### config.mk
export PLATFORM = sky130hd
export DESIGN_NAME = tsm_ram
export DESIGN_NICKNAME = d
export VERILOG_FILES = /design/src/tsm_ram.sv
export SDC_FILE = /design/constraint.sdc
export NUM_CORES = 2
export LEC_CHECK = 0
export BUFFER_PORTS_ARGS = -buffer_cell sky130_fd_sc_hd__buf_4
export CELL_PAD_IN_SITES_DETAIL_PLACEMENT = 0
export CELL_PAD_IN_SITES_GLOBAL_PLACEMENT = 2
export CORE_MARGIN = 10
export CORE_UTILIZATION = 30
export DETAILED_ROUTE_END_ITERATION = 8
export PLACE_DENSITY = 0.53
export SYNTH_ARGS = -nofsm -noshare
export SYNTH_HDL_FRONTEND = slang
export SYNTH_SLANG_ARGS = --single-unit
### constraint.sdc
create_clock -name clk -period 8.1 [get_ports clk]
set_clock_uncertainty 0.2 [all_clocks]
set_input_delay 1.215 -clock clk [delete_from_list [all_inputs] [get_ports clk]]
set_output_delay 1.215 -clock clk [all_outputs]
set_load 0.1 [all_outputs]
### src/tsm_ram.sv
// Generic single-write, single-read RAM with a registered read port.
// Depends on nothing.
module tsm_ram #(
  parameter int WIDTH = 32,
  parameter int DEPTH = 100
) (
  input  logic                                clk,
  input  logic                                we,
  input  logic [(DEPTH > 1 ? $clog2(DEPTH) : 1)-1:0] waddr,
  input  logic [WIDTH-1:0]                    wdata,
  input  logic                                re,
  input  logic [(DEPTH > 1 ? $clog2(DEPTH) : 1)-1:0] raddr,
  output logic [WIDTH-1:0]                    rdata
);

  logic [WIDTH-1:0] mem_r [DEPTH];
  logic [WIDTH-1:0] rdata_r;

  // Write port and registered read port.
  always_ff @(posedge clk) begin
    if (we) begin
      mem_r[waddr] <= wdata;
    end
    if (re) begin
      rdata_r <= mem_r[raddr];
    end
  end

  assign rdata = rdata_r;

endmodule

==> flow_metrics.py <==
metrics = {
    "route": {
        "drc": 0,
        "wirelength_mm": 421.4,
        "drtIter0Drc": 7621,
        "vias": 61740,
        "ant_nets": 0,
        "firstDrtPassIters": 5,
        "drt-vias-per-instance": 5.301,
        "wire_per_inst_um": 36.19,
    },
    "outcome": {
        "status": "finished, violations left",
        "violations": "capacitance limit, slew limit",
    },
    "floorplanning": {
        "die_area_mm2": 0.4368,
        "dieWidth_um": 660.9,
        "start_util_pct": 30.09,
        "pin_count": 81,
        "num_rows": 235,
        "die_y_um": 660.9,
        "core_mm2": 0.4096,
    },
    "power": {
        "p_seq_share_pct": 51.0,
        "fin_total_pwr_uw": 36380,
        "p_int_uw": 28180,
        "combPwrFrac_pct": 5.5,
        "leakagePower_uw": 0.04401,
        "power.switching_uw": 8202,
        "ir_drop_uv": 157.0,
        "switching_share_pct": 22.55,
        "clockPowerShare_pct": 43.5,
        "powerDensity_mw_per_mm2": 254.0,
    },
    "sta": {
        "fin_crit_sh_pct": 61.49,
        "timing.fmax_mhz": 200.8,
        "max_slew.worst_pin.slew_ns": 1.547,
        "hold_viol_final": 0,
        "grt_setup_unrepaired": "no",
        "tns_ns": 0,
        "min_period_ns": 4.981,
        "setup_violations": 0,
        "relSlewSlack_pct": -3.271,
        "slew_violations": 2,
    },
    "critical_path": {
        "cp_max_fo": 53,
        "worstSetupEndpointType": "flop",
        "crit_type": "in2reg",
        "cp_data_required_time_ns": 8.55,
        "arrival_ns": 5.43,
        "reg2reg_slack_ns": 4.38,
        "cp-start-kind": "primary input",
    },
    "yosys": {
        "yosys.area.top_type": "edfxtp_1",
        "synth-xor-area-share_pct": 0,
        "synth_compound_area_share_pct": 2.772,
        "ys_types": 56,
        "synth_fa_ha_area_share_pct": 0,
        "synth_area_mm2": 0.1232,
        "synthMuxAreaShare_pct": 15.28,
        "synth_top_family_by_area": "multiplexers",
        "synth_most_common_cell": "edfxtp_1",
        "synth_commonest_cells": "edfxtp_1, mux4_2, mux2i_1",
        "synth_ff_type": "edfxtp_1",
        "yosys.area.top_type_share_pct": 78.75,
        "synth_edf_count": 3232,
        "syn_area_per_cell_um2": 22.40,
        "synth-seq-cells": 3232,
        "synth_nets": 5551,
        "synth-simple-area-share_pct": 1.809,
        "async_flop_share_pct": 0,
        "synthTopCellsByArea": "edfxtp_1, mux4_2, mux2i_1",
        "synth_cells": 5502,
        "ys_warn_count": 0,
        "synth_seq_area_share_pct": 78.75,
    },
    "run": {
        "drv_cap": 1,
    },
    "clock_network": {
        "clk_pin_slew_ns": 0.06,
        "root_buffer": "clkbuf_16",
        "htree_levels": 5,
        "tritoncts": "yes",
        "hold_buffers": 0,
        "cts.sinks": 3232,
        "clock_path_buffers": 4,
        "cts_setup_buffers": 0,
        "cts_resized": 0,
        "cts_buffers": 355,
        "clkLatencyLatePin_ns": 0.97,
    },
    "global_route": {
        "grt_overflow": 0,
        "antenna_found_initial": 44,
        "grt_pass1_vias": 62590,
        "grt_start_max_net_pins": 101,
        "grt_usage_pct": 18.88,
        "grt_pass1_wl_mm": 568.2,
    },
    "final_layout": {
        "drive_above_1_share_pct": 27.07,
        "nets": 5946,
        "synthToLayoutAreaGrowth_pct": 16.21,
        "n_fill_cell": 37850,
    },
    "placement": {
        "place.gp.congestion": 0.8069,
        "dpl.hpwl_mm": 244.5,
        "numPortBuffers": 80,
    },
    "worst_hold_path": {
        "min_path_type": "in2reg",
    },
}
==> worst max-delay path: stages <==
cell and delay, ns:
buf_8 0.48, buf_4 0.69, buf_4 0.41, mux4_2 0.38, a22oi_1 0.25, nand4_1 0.54, a221oi_1 1.18, o21ai_1 0.14
==> area by class of cell <==
| type | count | area (um^2) | area share [%] |
|---|---|---|---|
| sequential | 3232 | 97050 | 67.77 |
| multi-input combinational | 1962 | 25340 | 17.69 |
| clock buffer | 445 | 9285 | 6.483 |
| tap | 5451 | 6820 | 4.762 |
| timing repair buffer | 341 | 2778 | 1.940 |
| clock inverter | 199 | 1892 | 1.321 |
| antenna | 11 | 27.53 | 0.01922 |
| inverter | 5 | 22.52 | 0.01573 |
==> state kept, by name, summed over array words and instances, names as in the netlist <==
signal / cells
mem_r: 3200
rdata: 32
==> power groups by stage <==
stage	Clock, uW	Combinational, uW	Sequential (uW)
5_1_grt	16800	2070	18500
6_report	15800	1990	18600
2_1_floorplan	0	861	19000
4_1_cts	16200	2020	18600
3_5_place_dp	0	2020	18900
3_3_place_gp	0	2000	18900
==> cell families after synthesis <==
kind of cell / after synthesis
and+or+nand+nor: 496
DFF: 3232
AOI/OAI and AO/OA: 489
muxes: 977
buffers and inverters: 308
==> stage by stage <==
stage	util, %	instances	setup slack (ns)	hold slack, ns	cell area [um^2]
6_report	34.97	11650	3.119	0.3614	143200
5_1_grt	34.96	11640	2.974	0.3515	143200
4_1_cts	34.96	11640	3.147	0.2854	143200
3_5_place_dp	32.23	10990	2.109	0.6082	132000
3_3_place_gp	32.21	10990	1.589	0.6208	131900
2_1_floorplan	-	5502	3.380	0.5497	123200
==> per-layer routing <==
| layer | share of wire (%) | global-route usage, % | up-vias |
|---|---|---|---|
| met5 | 0.0055 | 0 | - |
| li1 | - | - | 24280 |
| met3 | 5.8 | 2.588 | 513 |
| met1 | 42 | 25.83 | 34650 |
| met4 | 3.2 | 5.427 | 4 |
| met2 | 49 | 31.52 | 2288 |
==> placed cells by master, fill, tap and decap left out, types with 8 or more instances in the layout <==
cell type / n
inv_6: 10
clkinv_2: 55
o22ai_1: 25
bufinv_16: 31
a22oi_1: 195
nand3_1: 82
mux2i_1: 249
edfxtp_1: 3232
diode_2: 11
clkinv_8: 9
nor2_1: 55
o2111ai_1: 12
clkinv_1: 84
nor3_1: 23
clkbuf_16: 358
o21ai_1: 26
nor2b_1: 21
a21oi_1: 30
nor2_4: 99
nand2b_1: 12
buf_12: 14
clkbuf_1: 87
mux4_2: 723
a31oi_1: 21
nand4_1: 30
a221oi_1: 40
o221ai_1: 8
o21ai_0: 78
buf_4: 322
nand2_1: 139
==> final timing paths <==
kind / from / to / cells after the start
max reg2reg: mem_r[55][20]$_DFFE_PP_ / rdata[20]$_DFFE_PP_ / 5
min: wdata[13] / mem_r[90][13]$_DFFE_PP_ / 1
max: raddr[2] / rdata[4]$_DFFE_PP_ / 8
min reg2reg: mem_r[99][21]$_DFFE_PP_ / rdata[21]$_DFFE_PP_ / 3
Note: power is estimated with default switching activity, not from simulation.
