<file path="src/tsm_pkg.sv">
// Package for the timing stability monitor.
// Holds the phase codes, field widths, defaults and the divider request type.
// No dependencies.
package tsm_pkg;

  // Phase codes as they appear on the result channel.
  localparam logic [2:0] PH_WARM = 3'd0;
  localparam logic [2:0] PH_DISC = 3'd1;
  localparam logic [2:0] PH_FILL = 3'd2;
  localparam logic [2:0] PH_KEEP = 3'd3;
  localparam logic [2:0] PH_FIN  = 3'd4;

  // Register indexes on the configuration port.
  localparam logic [1:0] REG_WARMUP = 2'd0;
  localparam logic [1:0] REG_MAX    = 2'd1;
  localparam logic [1:0] REG_LIMIT  = 2'd2;

  // Defaults selected by a written zero.
  localparam logic [31:0] DEF_WARMUP = 32'd10000000;
  localparam logic [31:0] DEF_MAX    = 32'd10000000;
  localparam logic [31:0] DEF_LIMIT  = 32'd655;

  // Divider geometry: 56-bit dividend, 40-bit divisor.
  localparam int DIVN_W = 56;
  localparam int DIVD_W = 40;

  // Packed result width: 236 bits of fields rounded up to whole bytes.
  localparam int OUT_W = 240;

  // Request from the sequencer to the serial divider.
  typedef struct packed {
    logic              start;
    logic [DIVN_W-1:0] dividend;
    logic [DIVD_W-1:0] divisor;
  } div_req_t;

endpackage

</file>
<file path="src/tsm_div.sv">
// Bit-serial restoring divider, one quotient bit per cycle.
// Depends on tsm_pkg for the operand widths and the request type.
module tsm_div import tsm_pkg::*; (
  input  logic              clk,
  input  logic              rst_n,
  input  div_req_t          req,
  output logic              done,
  output logic [DIVN_W-1:0] quot
);

  localparam int CNT_W = $clog2(DIVN_W + 1);

  logic              busy_r, busy_nxt;
  logic              done_r, done_nxt;
  logic [CNT_W-1:0]  cnt_r, cnt_nxt;
  logic [DIVD_W-1:0] rem_r, rem_nxt;
  logic [DIVN_W-1:0] q_r, q_nxt;
  logic [DIVD_W-1:0] dvs_r, dvs_nxt;
  logic [DIVD_W:0]   trial;
  logic [DIVD_W:0]   diff;
  logic              ge;

  // One restoring step: bring down the next dividend bit and try a subtract.
  assign trial = {rem_r, q_r[DIVN_W-1]};
  assign diff  = trial - {1'b0, dvs_r};
  assign ge    = trial >= {1'b0, dvs_r};

  always_comb begin
    busy_nxt = busy_r;
    done_nxt = 1'b0;
    cnt_nxt  = cnt_r;
    rem_nxt  = rem_r;
    q_nxt    = q_r;
    dvs_nxt  = dvs_r;
    if (req.start) begin
      busy_nxt = 1'b1;
      cnt_nxt  = CNT_W'(DIVN_W);
      rem_nxt  = '0;
      q_nxt    = req.dividend;
      dvs_nxt  = req.divisor;
    end else if (busy_r) begin
      rem_nxt = ge ? diff[DIVD_W-1:0] : trial[DIVD_W-1:0];
      q_nxt   = {q_r[DIVN_W-2:0], ge};
      cnt_nxt = cnt_r - 1'b1;
      if (cnt_r == CNT_W'(1)) begin
        busy_nxt = 1'b0;
        done_nxt = 1'b1;
      end
    end
  end

  always_ff @(posedge clk) begin
    if (!rst_n) begin
      busy_r <= 1'b0;
      done_r <= 1'b0;
      cnt_r  <= '0;
    end else begin
      busy_r <= busy_nxt;
      done_r <= done_nxt;
      cnt_r  <= cnt_nxt;
    end
    rem_r <= rem_nxt;
    q_r   <= q_nxt;
    dvs_r <= dvs_nxt;
  end

  assign done = done_r;
  assign quot = q_r;

endmodule
</file>
<file path="config.mk">
export PLATFORM = sky130hd
export DESIGN_NAME = tsm_div
export DESIGN_NICKNAME = d
export VERILOG_FILES = /design/src/tsm_pkg.sv /design/src/tsm_div.sv
export SDC_FILE = /design/constraint.sdc
export NUM_CORES = 1
export LEC_CHECK = 0
export ABC_AREA = 1
export BUFFER_PORTS_ARGS = -buffer_cell sky130_fd_sc_hd__buf_2
export CORE_ASPECT_RATIO = 1.25
export CORE_MARGIN = 5
export CORE_UTILIZATION = 51
export DETAILED_ROUTE_END_ITERATION = 16
export PLACE_DENSITY_LB_ADDON = 0.25
export RECOVER_POWER = 100
export REMOVE_ABC_BUFFERS = 1
export SETUP_SLACK_MARGIN = 0.4
export SYNTH_ARGS = -nofsm -noshare
export SYNTH_HDL_FRONTEND = slang
export SYNTH_SLANG_ARGS = --single-unit
</file>
<file path="constraint.sdc">
create_clock -name clk -period 4.7 [get_ports clk]
set_input_delay 1.41 -clock clk [delete_from_list [all_inputs] [get_ports clk]]
set_output_delay 1.41 -clock clk [all_outputs]
set_load 0.1 [all_outputs]
</file>
==> run_results.csv, run 1 <==
group,metric,value,unit
sta,slew_violations,0,
clock_network,clock_latency,0.44,ns
floorplanning,initial_core_util,0.522,
sta,slew_headroom,0.0235,
setup_path,arrival,3.97,ns
floorplanning,die_w,130,um
setup_path,path_max_fanout,73,
yosys,yosysSeqAreaShare,0.419,
sta,rsz0062_at_grt,"false",
yosys,syn-instance-count,1314,
finish,n_antenna_cell,0,
route,drcViolationCount,0,
global_route,grt-ovfl-total,0,
yosys,synthTopCellsByCount,"565 x nand2_1, 219 x inv_1, 96 x edfxtp_1, 96 x nand3_1, 73 x nor2_1",
sta,timing.fmax,276,MHz
yosys,synth-edff-count,96,
yosys,ys.flop_type,"edfxtp_1",
floorplanning,die_area,20800,sq um
pwr,p_leak,5.64,nW
yosys,yosys.area.top_type,"edfxtp_1",
sta,hold_viol_final,0,
clock_network,hold_buffers,0,
yosys,synth.avg_cell_area,6.98,sq um
route,m1WireLength,9850,um
setup_path,crit_end,"rem_r[37]",
pwr,switchingPower,0.00126,W
sta,fin_crit_sh,0.772,
route,routed.top_layer,"met4",
global_route,grt_first_pass_wirelength,38700,um
route,wire_per_inst,13.6,um
global_route,track_usage,0.230,
setup_path,cp-startpoint,"req[96]",
yosys,synth-seq-cells,144,
setup_path,endpoint_kind,"flip-flop",
finish,fin_util,0.606,
placement,dp_hpwl,17700,um
setup_path,worst-setup-path-type,"input port to flip-flop",
clock_network,clock_path_buffers,2,
pwr,p_clk_frac,0.388,
global_route,grt_pass1_vias,8230,
floorplanning,core_area,17600,sq um
pwr,power_frac_seq,0.414,
floorplanning,io_pins,156,
setup_path,r2r_start,"dvs_r[7]",
route,firstDrtPassIters,6,
job,maxCapViolations,0,
clock_network,post_cts_resized,0,
hold_path,hp-class,"flip-flop to flip-flop",
yosys,synth_area_leaders,"edfxtp_1 31%, nand2_1 23%, dfxtp_1 10%, inv_1 9.0%, ha_1 5.7%",
route,vias,8266,
yosys,synth.distinct_cells,36,
pwr,cellPowerDensity,339,nW/um^2
clock_network,ctsHtreeMaxLevel,4,
route,ant_nets,0,
setup_path,start_kind,"input port",
route,finalWirelength,23200,um
clock_network,clk_pin_slew,0.07,ns
sta,fin_skew,0.0135,ns
clock_network,cts_buffers,17,
sta,setup-tns-final,0,ns
yosys,synthesis.yosys.warnings,0,
sta,period_needed,3.63,ns
clock_network,post_cts_buffers,0,
floorplanning,rows,54,
hold_path,hp-start,"rem_r[19]",
yosys,yosysMostFrequentCell,"nand2_1",
clock_network,cts_root_buffer,"clkbuf_16",
setup_path,rr_endpoint,"rem_r[15]",
pwr,internal-power,0.00235,W
yosys,synthArstFlopShare,0,
clock_network,cts_tree,"built",
route,wl_met2,11400,um
clock_network,clock-sinks,144,
pwr,p_sw_frac,0.349,
floorplanning,die_y,160,um
finish,nets,1604,
pwr,power_frac_comb,0.199,
placement,io_buffers,155,
setup_path,critPathRequiredTime,5.04,ns
route,drt_iter0_markers,505,
finish,area_delta_synth_final,16.1,%
placement,gp_congestion,1.02,
global_route,grt_max_degree,74,
global_route,antenna_found_initial,0,
setup_path,r2r_setup_slack,1.82,ns
route,viasPerCell,4.87,
finish,drive_gt1_frac,0.103,
route,wl_met3,1480,um
sta,setup_viol,0,
pwr,peakVddDrop,0.251,mV
status,status,"completed",
yosys,synth_area,9170,sq um
sta,worst_pin_slew,1.46,ns
setup_path,reg2reg_depth,15,
yosys,synth_top_area_frac,0.314,
state kept, by name, summed over array words and instances (netlist names):
register	count
quot	56
dvs_r	40
rem_r	40
cnt_r	6
busy_r	1
done	1
worst min path at each step:
stage | slack (ns) | endpoint | cells past startpoint
after global placement | 0.46 | rem_r[29] | 2
after global routing | 0.49 | rem_r[33] | 2
after CTS | 0.47 | rem_r[19] | 2
after floorplan | 0.44 | rem_r[17] | 2
after detailed placement | 0.46 | rem_r[19] | 2
final | 0.47 | rem_r[19] | 2
per-stage QoR:
stage | worst slack (ns) | instances | cell area [sq um] | total power, W | hold WS [ns]
2_1_floorplan | 0.862 | 1283 | 9000 | 0.00209 | 0.444
6_report | 1.07 | 1699 | 10600 | 0.00361 | 0.472
5_1_grt | 0.798 | 1699 | 10600 | 0.00374 | 0.488
3_5_place_dp | 1.39 | 1667 | 10100 | 0.00225 | 0.461
3_3_place_gp | 1.44 | 1667 | 10100 | 0.00225 | 0.456
4_1_cts | 1.82 | 1699 | 10700 | 0.00365 | 0.472
power groups by stage:
stage	logic (W)	clock network, W	registers (W)
global placement	0.000731	0	0.00152
floorplan	0.000205	0	0.00188
detailed placement	0.000737	0	0.00152
finish	0.000718	0.00140	0.00149
global route	0.000770	0.00147	0.00150
CTS	0.000739	0.00142	0.00149
final cells by class:
| cell class | instances | area (sq um) |
|---|---|---|
| clock buffers | 17 | 425 |
| clock inverters | 15 | 189 |
| fillers | 1748 | 6920 |
| inverters | 227 | 852 |
| multi-input cells | 912 | 4300 |
| flip-flops and latches | 144 | 3840 |
| well taps | 224 | 280 |
| repair buffers | 160 | 752 |
metal layers:
layer,vias to the layer above,global-route usage
li1,4351,-
met4,0,0.0780
met3,29,0.0521
met5,-,0
met1,3656,0.286
met2,230,0.392
cells in the final DEF (no fill, tap or decap), types with 2 or more instances in the layout:
| master | n |
|---|---|
| a21o_1 | 2 |
| a21oi_1 | 29 |
| a31oi_1 | 2 |
| and2_1 | 2 |
| buf_2 | 96 |
| buf_4 | 4 |
| clkbuf_1 | 59 |
| clkbuf_16 | 17 |
| clkinv_1 | 5 |
| clkinv_8 | 4 |
| dfxtp_1 | 48 |
| edfxtp_1 | 96 |
| ha_1 | 42 |
| inv_1 | 218 |
| inv_2 | 4 |
| inv_6 | 5 |
| inv_8 | 3 |
| nand2_1 | 565 |
| nand2_4 | 2 |
| nand3_1 | 96 |
| nand3b_1 | 20 |
| nand4_1 | 4 |
| nor2_1 | 73 |
| nor2_2 | 7 |
| nor3_1 | 5 |
| o21ai_0 | 28 |
| o21bai_1 | 2 |
| xnor2_1 | 21 |
critical path, cell delays in order:
cell and delay (ns):
clkbuf_1 1.03, buf_4 0.78, nor2_1 0.11, buf_4 0.31, nand2_1 0.14, clkinv_1 0.06
nand2_1 0.05, nand2_1 0.04
cell families (layout without fill, tap and decap cells):
kind of cell | count (synthesis) | after routing | synth area share
AND/OR/NAND/NOR | 778 | 778 | 0.348
buffers and inverters | 258 | 419 | 0.112
flip-flops | 144 | 144 | 0.419
AO/OA/AOI/OAI | 69 | 69 | 0.0409
adder cells (fa/ha/maj) | 43 | 43 | 0.0595
XOR/XNOR | 22 | 22 | 0.0210
(Power assumes the default switching activity.)
==> run 2, diff against run 1 <==
==> constraint.sdc (replaced) <==
create_clock -name clk -period 3.76 [get_ports clk]
set_input_delay 1.128 -clock clk [delete_from_list [all_inputs] [get_ports clk]]
set_output_delay 1.128 -clock clk [all_outputs]
set_load 0.1 [all_outputs]
==> run 2 against run 1 <==
Routed wire length increased by 0.23%. Clock-buffer cell count increased by 1. Sequential power increased by 26%. Clock skew decreased by 0.0033 ns. Sequential share of layout area increased by 0.15 points. Register-to-register slack got worse by 1.1 ns. Critical endpoint is now rem_r[2]. Largest cell class unchanged. Largest power group unchanged.
==> run_results.csv, run 2 (synthesized netlist as in run 1, its figures left out) <==
group,metric,value,unit
finish,area_delta_synth_final,15.6,%
job,maxCapViolations,0,
setup_path,critical_path.top_delay_family,"simple AND/OR/NAND/NOR gates",
route,ant_nets,0,
finish,largest_reg_flops,56,
setup_path,critPathRequiredTime,4.10,ns
finish,final_cell_mix,"566 x nand2_1, 220 x inv_1, 97 x buf_2",
global_route,grt_pass1_vias,8382,
route,firstDrtPassIters,5,
sta,hold_viol_final,0,
floorplanning,rows,54,
setup_path,endpoint_kind,"flip-flop",
placement,place_inst,1668,
setup_path,crit_chain,"inv_1, ha_1, nand2_1, inv_2, a21oi_1, a21boi_2, nand3_2, nand2_4, nand2_2, nand2_1, nand3_1, o21ai_0",
floorplanning,initial_core_util,0.522,
clock_network,cts_root_buffer,"clkbuf_16",
sta,worst_pin_slew,1.21,ns
route,wire_per_inst,13.7,um
setup_path,start_kind,"flip-flop",
setup_path,worst_path_most_repeated_cell,"nand2_1",
setup_path,arrival,3.43,ns
sta,timing.fmax,324,MHz
finish,num-fill-cells,1720,
route,finalWirelength,23200,um
global_route,antenna_found_initial,0,
floorplanning,core_area,17600,sq um
clock_network,clock-sinks,144,
clock_network,cts_buffers,17,
floorplanning,io_pins,156,
route,m1WireLength,9630,um
sta,period_needed,3.09,ns
setup_path,cpPeakStageDelay,0.60,ns
floorplanning,die_area,20800,sq um
clock_network,post_cts_buffers,0,
placement,dp_hpwl,17400,um
clock_network,cts_tree,"built",
floorplanning,die_y,160,um
setup_path,worst-path-buf-inv,2,
sta,setup-tns-final,0,ns
route,routed.top_layer,"met4",
clock_network,clock_path_buffers,2,
clock_network,clk_pin_slew,0.06,ns
pwr,p_leak,5.64,nW
global_route,grt_max_degree,87,
global_route,grt-ovfl-total,0,
clock_network,clock_latency,0.43,ns
route,drcViolationCount,0,
sta,slew_headroom,0.197,
sta,setup_viol,0,
route,wl_met2,11500,um
finish,drive_gt1_frac,0.105,
floorplanning,die_w,130,um
clock_network,post_cts_resized,0,
finish,layout_commonest_cell,"nand2_1",
sta,rsz0062_at_grt,"false",
sta,fin_skew,0.0102,ns
placement,gp_congestion,0.977,
finish,n_antenna_cell,0,
clock_network,ctsHtreeMaxLevel,4,
hold_path,hp-class,"flip-flop to flip-flop",
setup_path,path_max_fanout,42,
placement,io_buffers,155,
route,viasPerCell,4.93,
global_route,grt_first_pass_wirelength,38700,um
route,drt_iter0_markers,542,
pwr,cellPowerDensity,421,nW/um^2
global_route,track_usage,0.230,
route,vias,8388,
status,status,"completed",
clock_network,hold_buffers,0,
route,wl_met3,1460,um
sta,slew_violations,0,
pwr,peakVddDrop,0.386,mV
finish,stdcell_count,1700,
finish,nets,1605,
setup_path,slowest_stage,"nand2_2",
sta,fin_crit_sh,0.821,
setup_path,worst-setup-path-type,"flip-flop to flip-flop",
==> run 2: changes by cell type in the layout (fill, tap and decap cells not counted), moves of 2 or more <==
cell      delta
clkinv_8     -4
clkinv_1     -3
inv_1        +2
inv_6        +2
==> run 2: worst paths after layout <==
kind,from,depth (start not counted),slack (ns),end
hold reg to reg,rem_r[26],2,0.47,rem_r[26]
hold / removal,rem_r[26],2,0.47,rem_r[26]
setup reg to reg,dvs_r[23],12,0.67,rem_r[2]
setup / recovery,dvs_r[23],12,0.67,rem_r[2]
==> run 2: cell type report <==
class | instances | area [sq um] | area share
clock buffers | 18 | 439 | 0.0414
inverters | 227 | 852 | 0.0804
multi-input cells | 912 | 4300 | 0.405
repair buffers | 161 | 746 | 0.0703
well taps | 224 | 280 | 0.0264
flip-flops and latches | 144 | 3840 | 0.363
clock inverters | 14 | 143 | 0.0135
==> run 2: tightest hold or removal path, stage by stage, from the launching register on <==
cell and delay, ns:
dfxtp_1 0.32, nand2_1 0.06, nand2_1 0.04
==> run 2: metrics by stage <==
stage,total power (W),instance area (sq um),setup slack [ns],utilization,hold WS (ns)
3_5_place_dp,0.00282,10100,0.978,0.576,0.461
4_1_cts,0.00452,10700,0.921,0.609,0.471
5_1_grt,0.00464,10600,0.350,0.603,0.486
2_1_floorplan,0.00261,9000,0.204,-,0.444
6_report,0.00447,10600,0.673,0.603,0.474
3_3_place_gp,0.00281,10100,1.07,0.576,0.458
==> run 2: report_power, final <==
part	internal, W	switching (W)
clock	0.000952	0.000749
sequential	0.00182	0.0000512
combinational	0.000165	0.000732
total	0.00293	0.00153
==> run 2: metal layers <==
metal	vias to the layer above	global-route usage
met1	3759	0.273
li1	4357	-
met3	51	0.0625
met4	0	0.0813
met5	-	0
met2	221	0.395
==> run 3, diff against run 2 <==
==> constraint.sdc (replaced) <==
create_clock -name clk -period 3.2 [get_ports clk]
set_input_delay 0.96 -clock clk [delete_from_list [all_inputs] [get_ports clk]]
set_output_delay 0.96 -clock clk [all_outputs]
set_load 0.1 [all_outputs]
==> run 3 against run 2 <==
The flow now finishes with violations (capacitance limit, slew limit). Register-to-register slack worse by 0.16 ns. Clock skew decreased by 0.00074 ns. Global-route usage increased by 0.46 points. Routed wire length increased by 1.6%. Combinational power up 17%.
==> run_results.csv, run 3 (synthesized netlist as in run 1, its figures left out) <==
group,metric,value,unit
setup_path,critical_path.top_delay_family,"buffers and inverters",
setup_path,worst-path-buf-inv,1,
finish,drive_gt1_frac,0.102,
clock_network,ctsHtreeMaxLevel,4,
floorplanning,initial_core_util,0.522,
finish,n_antenna_cell,0,
sta,rsz0062_at_grt,"false",
job,maxCapViolations,1,
floorplanning,die_area,20800,sq um
global_route,grt_first_pass_wirelength,39400,um
route,vias,8356,
floorplanning,die_w,130,um
finish,area_delta_synth_final,16.4,%
finish,area.sequential,3840,sq um
pwr,cellPowerDensity,505,nW/um^2
finish,nets,1609,
sta,fin_skew,0.00942,ns
floorplanning,core_area,17600,sq um
floorplanning,die_y,160,um
clock_network,cts_buffers,17,
placement,dp_hpwl,17700,um
finish,layout_commonest_cell,"nand2_1",
route,finalWirelength,23600,um
clock_network,clk_pin_slew,0.06,ns
placement,io_buffers,155,
pwr,p_leak,5.65,nW
setup_path,endpoint_kind,"primary output",
setup_path,rr_endpoint,"rem_r[14]",
floorplanning,rows,54,
sta,hold_viol_final,0,
global_route,grt_max_degree,74,
setup_path,r2r_start,"dvs_r[3]",
placement,gp_congestion,0.999,
route,drcViolationCount,0,
global_route,track_usage,0.234,
sta,worst_pin_slew,1.72,ns
hold_path,hp-class,"flip-flop to flip-flop",
setup_path,worst-setup-path-type,"flip-flop to primary output",
sta,period_needed,2.71,ns
finish,final_cell_mix,"565 x nand2_1, 219 x inv_1, 97 x nand3_1, 97 x buf_2, 96 x edfxtp_1",
floorplanning,io_pins,156,
global_route,antenna_found_initial,0,
status,violations,"capacitance limit, slew limit",
setup_path,crit_cells,1,
sta,setup_ws,0.492,ns
pwr,peakVddDrop,0.393,mV
status,status,"complete, but fails checks",
clock_network,post_cts_buffers,0,
route,drt_iter0_markers,481,
finish,stdcell_count,1704,
placement,place_inst,1672,
finish,num-fill-cells,1755,
global_route,grt-ovfl-total,0,
sta,timing.fmax,369,MHz
setup_path,slowest_stage,"clkbuf_1",
clock_network,cts_root_buffer,"clkbuf_16",
clock_network,clock-sinks,144,
route,wire_per_inst,13.9,um
setup_path,reg2reg_depth,15,
setup_path,r2r_setup_slack,0.51,ns
sta,setup_viol,0,
clock_network,clock_path_buffers,2,
route,ant_nets,0,
sta,slew_violations,74,
hold_path,hp-start,"rem_r[31]",
setup_path,crit_chain,"clkbuf_1",
finish,largest_reg_flops,56,
route,viasPerCell,4.90,
hold_path,hold_depth,2,
setup_path,path_max_fanout,2,
clock_network,cts_tree,"built",
setup_path,critPathRequiredTime,2.24,ns
finish,multi_input_area,4310,sq um
setup_path,arrival,1.75,ns
route,firstDrtPassIters,5,
global_route,grt_pass1_vias,8301,
hold_path,whs_endpoint,"rem_r[31]",
clock_network,clock_latency,0.43,ns
setup_path,start_kind,"flip-flop",
placement,post-place-ws,0.582,ns
setup_path,cpPeakStageDelay,0.93,ns
sta,fin_crit_sh,0.846,
sta,slew_headroom,-0.147,
[run 3: cell types whose count changed in the layout (fill, tap and decap cells not counted), sizes merged]
cell / delta
bufinv: +2
clkinvlp: -1
clkinv: +5
buf: +3
inv: -6
clkbuf: +1
[run 3: area by class of cell]
| type | count | share of cell area |
|---|---|---|
| clock buffers | 18 | 0.0402 |
| clock inverters | 14 | 0.0180 |
| inverters | 227 | 0.0798 |
| multi-input cells | 912 | 0.403 |
| flip-flops and latches | 144 | 0.360 |
| well taps | 224 | 0.0263 |
| repair buffers | 165 | 0.0723 |
[run 3: what timing repair did]
action	4_1_cts	5_1_grt
setup endpoints to repair	0	12
resized for setup	0	2
hold buffers	0	0
[run 3: how the worst max path moves through the flow]
| stage | from | slack [ns] | endpoint |
|---|---|---|---|
| after global placement | dvs_r[7] | 0.58 | rem_r[36] |
| after CTS | dvs_r[8] | 0.56 | rem_r[36] |
| after floorplan | req[96] | -0.19 | quot[0] |
| final | quot[0] | 0.49 | quot[0] |
| after detailed placement | dvs_r[7] | 0.58 | rem_r[36] |
| after global routing | dvs_r[2] | 0.28 | rem_r[12] |
[run 3: power by group]
part	switching (W)	total, W	internal, W
logic	0.000861	0.00105	0.000194
registers	0.0000593	0.00219	0.00214
clock network	0.000886	0.00214	0.00126
[run 3: metal layers]
| metal | track usage | wire (um) |
|---|---|---|
| met5 | 0 | 0 |
| met2 | 0.409 | 11700 |
| met3 | 0.0545 | 1490 |
| met1 | 0.282 | 9820 |
| met4 | 0.0770 | 567 |
[run 3: through the flow]
stage | setup TNS [ns] | util | area (sq um) | hold WS [ns] | power [W]
floorplan | -11.71 | - | 9000 | 0.444 | 0.00306
CTS | 0 | 0.613 | 10800 | 0.472 | 0.00546
finish | 0 | 0.608 | 10700 | 0.471 | 0.00539
global placement | 0 | 0.578 | 10100 | 0.454 | 0.00331
global route | 0 | 0.608 | 10700 | 0.485 | 0.00559
detailed placement | 0 | 0.578 | 10100 | 0.460 | 0.00331
